## src/hw/rtl/swic_ram.sv

```systemverilog
// generic single write port, single read port ram with registered read
// no dependencies
module swic_ram #(
   parameter int WIDTH = 8,
   parameter int DEPTH = 16,
   parameter int AW    = (DEPTH > 1) ? $clog2(DEPTH) : 1
) (
   input  logic             clock,
   input  logic             wr_en,
   input  logic [AW-1:0]    wr_addr,
   input  logic [WIDTH-1:0] wr_data,
   input  logic             rd_en,
   input  logic [AW-1:0]    rd_addr,
   output logic [WIDTH-1:0] rd_data
);

   logic [WIDTH-1:0] mem [DEPTH];
   logic [WIDTH-1:0] rd_data_ff;

   // storage write
   always_ff @(posedge clock) begin
      if (wr_en) begin
         mem[wr_addr] <= wr_data;
      end
   end

   // registered read
   always_ff @(posedge clock) begin
      if (rd_en) begin
         rd_data_ff <= mem[rd_addr];
      end
   end

   assign rd_data = rd_data_ff;

endmodule

```

## config.mk

```make
export PLATFORM = sky130hd
export DESIGN_NAME = swic_ram
export DESIGN_NICKNAME = d
export VERILOG_FILES = /design/src/hw/rtl/swic_ram.sv
export SDC_FILE = /design/constraint.sdc
export NUM_CORES = 1
export LEC_CHECK = 0
export ABC_AREA = 1
export BUFFER_PORTS_ARGS = -buffer_cell sky130_fd_sc_hd__buf_2
export CORE_MARGIN = 2
export CORE_UTILIZATION = 65
export CTS_CLUSTER_SIZE = 40
export DETAILED_ROUTE_END_ITERATION = 16
export PLACE_DENSITY = 0.84
export SYNTH_ARGS = -nofsm -noshare
export SYNTH_HDL_FRONTEND = slang
export SYNTH_SLANG_ARGS = --single-unit
export TNS_END_PERCENT = 10
```

## constraint.sdc

```tcl
create_clock -name clock -period 2.54 [get_ports clock]
set_input_delay 0.127 -clock clock [delete_from_list [all_inputs] [get_ports clock]]
set_output_delay 0.127 -clock clock [all_outputs]
set_load 0.03 [all_outputs]
```

==> results_dict.tcl <==
set metrics [dict create \
    status "finished, final reports clean" \
    syn_area_um2 5850 \
    switching_share_pct 21.1 \
    synth_warnings 0 \
    ioPinCount 27 \
    crit_path_end_kind "register" \
    relSlewSlack_pct 44.2 \
    fin_nets 595 \
    routedWlPerCell_um 18.3 \
    slowest_stage "buf_2" \
    powerDensity_nw_per_um2 823 \
    numCtsBuffers 17 \
    synthXorXnorAreaFrac_pct 0 \
    avgViaCountPerCell 5.69 \
    antenna_found_initial 0 \
    ys_ff_latch 136 \
    routabilityCongestion 0.864 \
    postCtsSetupRepairBufs 0 \
    worstMarginPinSlew_ns 0.834 \
    rows 34 \
    slew_violations 0 \
    max_stage_delay_ns 0.51 \
    cp_num_buf_inv 2 \
    layout-drive-gt1-share_pct 10.0 \
    p_leak_uw 0.00285 \
    cts_resized 0 \
    globalRoute.totalOverflow 0 \
    vias 3969 \
    synthesis.instances 551 \
    synth_fa_ha_area_share_pct 0 \
    arrival_ns 1.66 \
    clkSlewWorstSetupHoldPaths_ns 0.06 \
    path_common_cell "nand3_1" \
    synth-compound-area-share_pct 0 \
    grt_pass1_vias 3679 \
    synth-simple-area-share_pct 20.8 \
    clkSinkCount 136 \
    grt_max_degree 65 \
    initial_core_util_pct 67.0 \
    synth_mux_area_share_pct 0 \
    path_class "in -> reg" \
    numPortBuffers 26 \
    startpoint_type "primary input" \
    ir_drop_mv 0.633 \
    synthesis.nets 570 \
    pwr-share-clk_pct 47.5 \
    tns_ns 0 \
    drc 0 \
    synth_cell_types 11 \
    maxCapViolations 0 \
    dp_hpwl_um 7530 \
    cts_max_path_buffers 2 \
    p_comb_share_pct 5.8 \
    rsz0062_at_grt "false" \
    power_switching_uw 1150 \
    period_needed_ns 1.40 \
    synth_area_leader_cell "edfxtp_1" \
    dieArea_um2 9770 \
    hp-class "in -> reg" \
    fin_worst_skew_ns 0.00798 \
    die_w_um 98.8 \
    p_int_uw 4290 \
    ys_seq_area_share_pct 69.8 \
    fmax_mhz 713 \
    hold_viol 0 \
    core_um2 8720 \
    synth_top_area_share_pct 69.8 \
    finalPower_uw 5440 \
    finalCritPeriodShare_pct 55.2 \
    hold_ws_ns 0.0307 \
    syn_area_per_cell_um2 10.6 \
    cp.required_ns 2.80 \
    diodes 0 \
    root_buffer "clkbuf_8" \
    die_h_um 98.8 \
    fill_cells 521 \
    syn2layout_area_growth_pct 13.1 \
    finalSetupViolations 0 \
    cts_tree "built" \
    synth_area_leaders "edfxtp_1, nand2_1, nand3_1" \
    grtUsageTotal_pct 27.0 \
    crit_family "buffers and inverters" \
    critPathMaxFanout 33 \
    wirelength_um 12800 \
    insertion_delay_ns 0.51 \
    seq_power_share_pct 46.7 \
    dr.pass1.iters 5 \
    worstPathCellList "buf_2, inv_2, nand3_1, nand3_1, nand3_1, nand2_1" \
    drt_iter0_drc 534 \
    ant_nets 0 \
    grt_pass1_wl_um 19700 \
    cts_max_level 4 \
    synth_top_family_by_area "simple AND/OR/NAND/NOR gates" \
]
## timing repair
action / 4_1_cts / 5_1_grt
hold buffers: 1 / 0
endpoints found under the hold margin: 8 / 0
setup endpoints to repair: 0 / 0
## logic make-up after synthesis
family | Yosys count
buffers and inverters | 126
and+or+nand+nor | 289
DFF | 136
## per-layer routing
metal / part of all wire (%) / wire length [um] / GRT usage, % / vias to the layer above
li1: - / - / - / 1829
met1: 40 / 5070 / 38.6 / 1874
met5: 0 / 0 / 0 / -
met3: 10 / 1330 / 5.96 / 25
met4: 2.1 / 268 / 9.91 / 0
met2: 48 / 6090 / 41.6 / 241
## through the flow
stage	utilization [%]	instances	worst slack (ns)	area [um^2]
2_1_floorplan	-	551	1.46	5850
3_3_place_gp	68.6	664	0.688	5980
3_5_place_dp	68.6	664	0.644	5980
4_1_cts	75.8	697	1.19	6610
5_1_grt	75.8	697	1.07	6610
6_report	75.8	697	1.14	6610
## flip-flops by register name (all words and copies together), names as in the netlist
name and count:
mem 128, rd_data 8
## placed cells by master (no fill, tap or decap)
cell type      count
clkbuf_8           1
buf_4              2
clkinv_1           3
dlygate4sd3_1      1
nand2_1          173
clkinv_2           2
clkinv_4           3
edfxtp_1         136
inv_1            100
buf_12             1
clkbuf_1           1
bufinv_16          5
nand3b_1           2
buf_2             26
clkbuf_16         16
inv_2              2
nor2_1            17
clkinvlp_4         1
nand3_1           97
## area by class of cell
type	instances	area, um^2	share of cell area [%]
Multi-Input combinational cell	289	1210	18.4
Tap cell	108	135	2.04
Timing Repair Buffer	30	175	2.65
Clock buffer	18	418	6.32
Sequential cell	136	4080	61.7
Clock inverter	14	205	3.10
Inverter	102	383	5.79
## power by group through the flow
stage | logic, uW | clock network, uW | registers, uW
after floorplan | 177 | 0 | 2610
after global placement | 299 | 0 | 2590
final | 316 | 2580 | 2540
after CTS | 312 | 2580 | 2540
after global routing | 344 | 2680 | 2550
after detailed placement | 307 | 0 | 2590
## Yosys cell counts
cell type and count:
inv_2 2, nor2_1 17, nand3b_1 2, buf_2 13, buf_1 1, nand2_1 173
inv_1 100, edfxtp_1 136, buf_6 6, buf_4 4, nand3_1 97
## final timing paths
| kind | start | to | slack, ns | cells after the start |
|---|---|---|---|---|
| max | rd_addr[1] | rd_data[1]$_DFFE_PP_ | 1.14 | 6 |
| max reg2reg | mem[11][1]$_DFFE_PP_ | rd_data[1]$_DFFE_PP_ | 1.34 | 6 |
| min | wr_data[5] | mem[0][5]$_DFFE_PP_ | 0.03 | 1 |
| min reg2reg | mem[13][5]$_DFFE_PP_ | rd_data[5]$_DFFE_PP_ | 0.75 | 6 |
(Power assumes the default switching activity.)
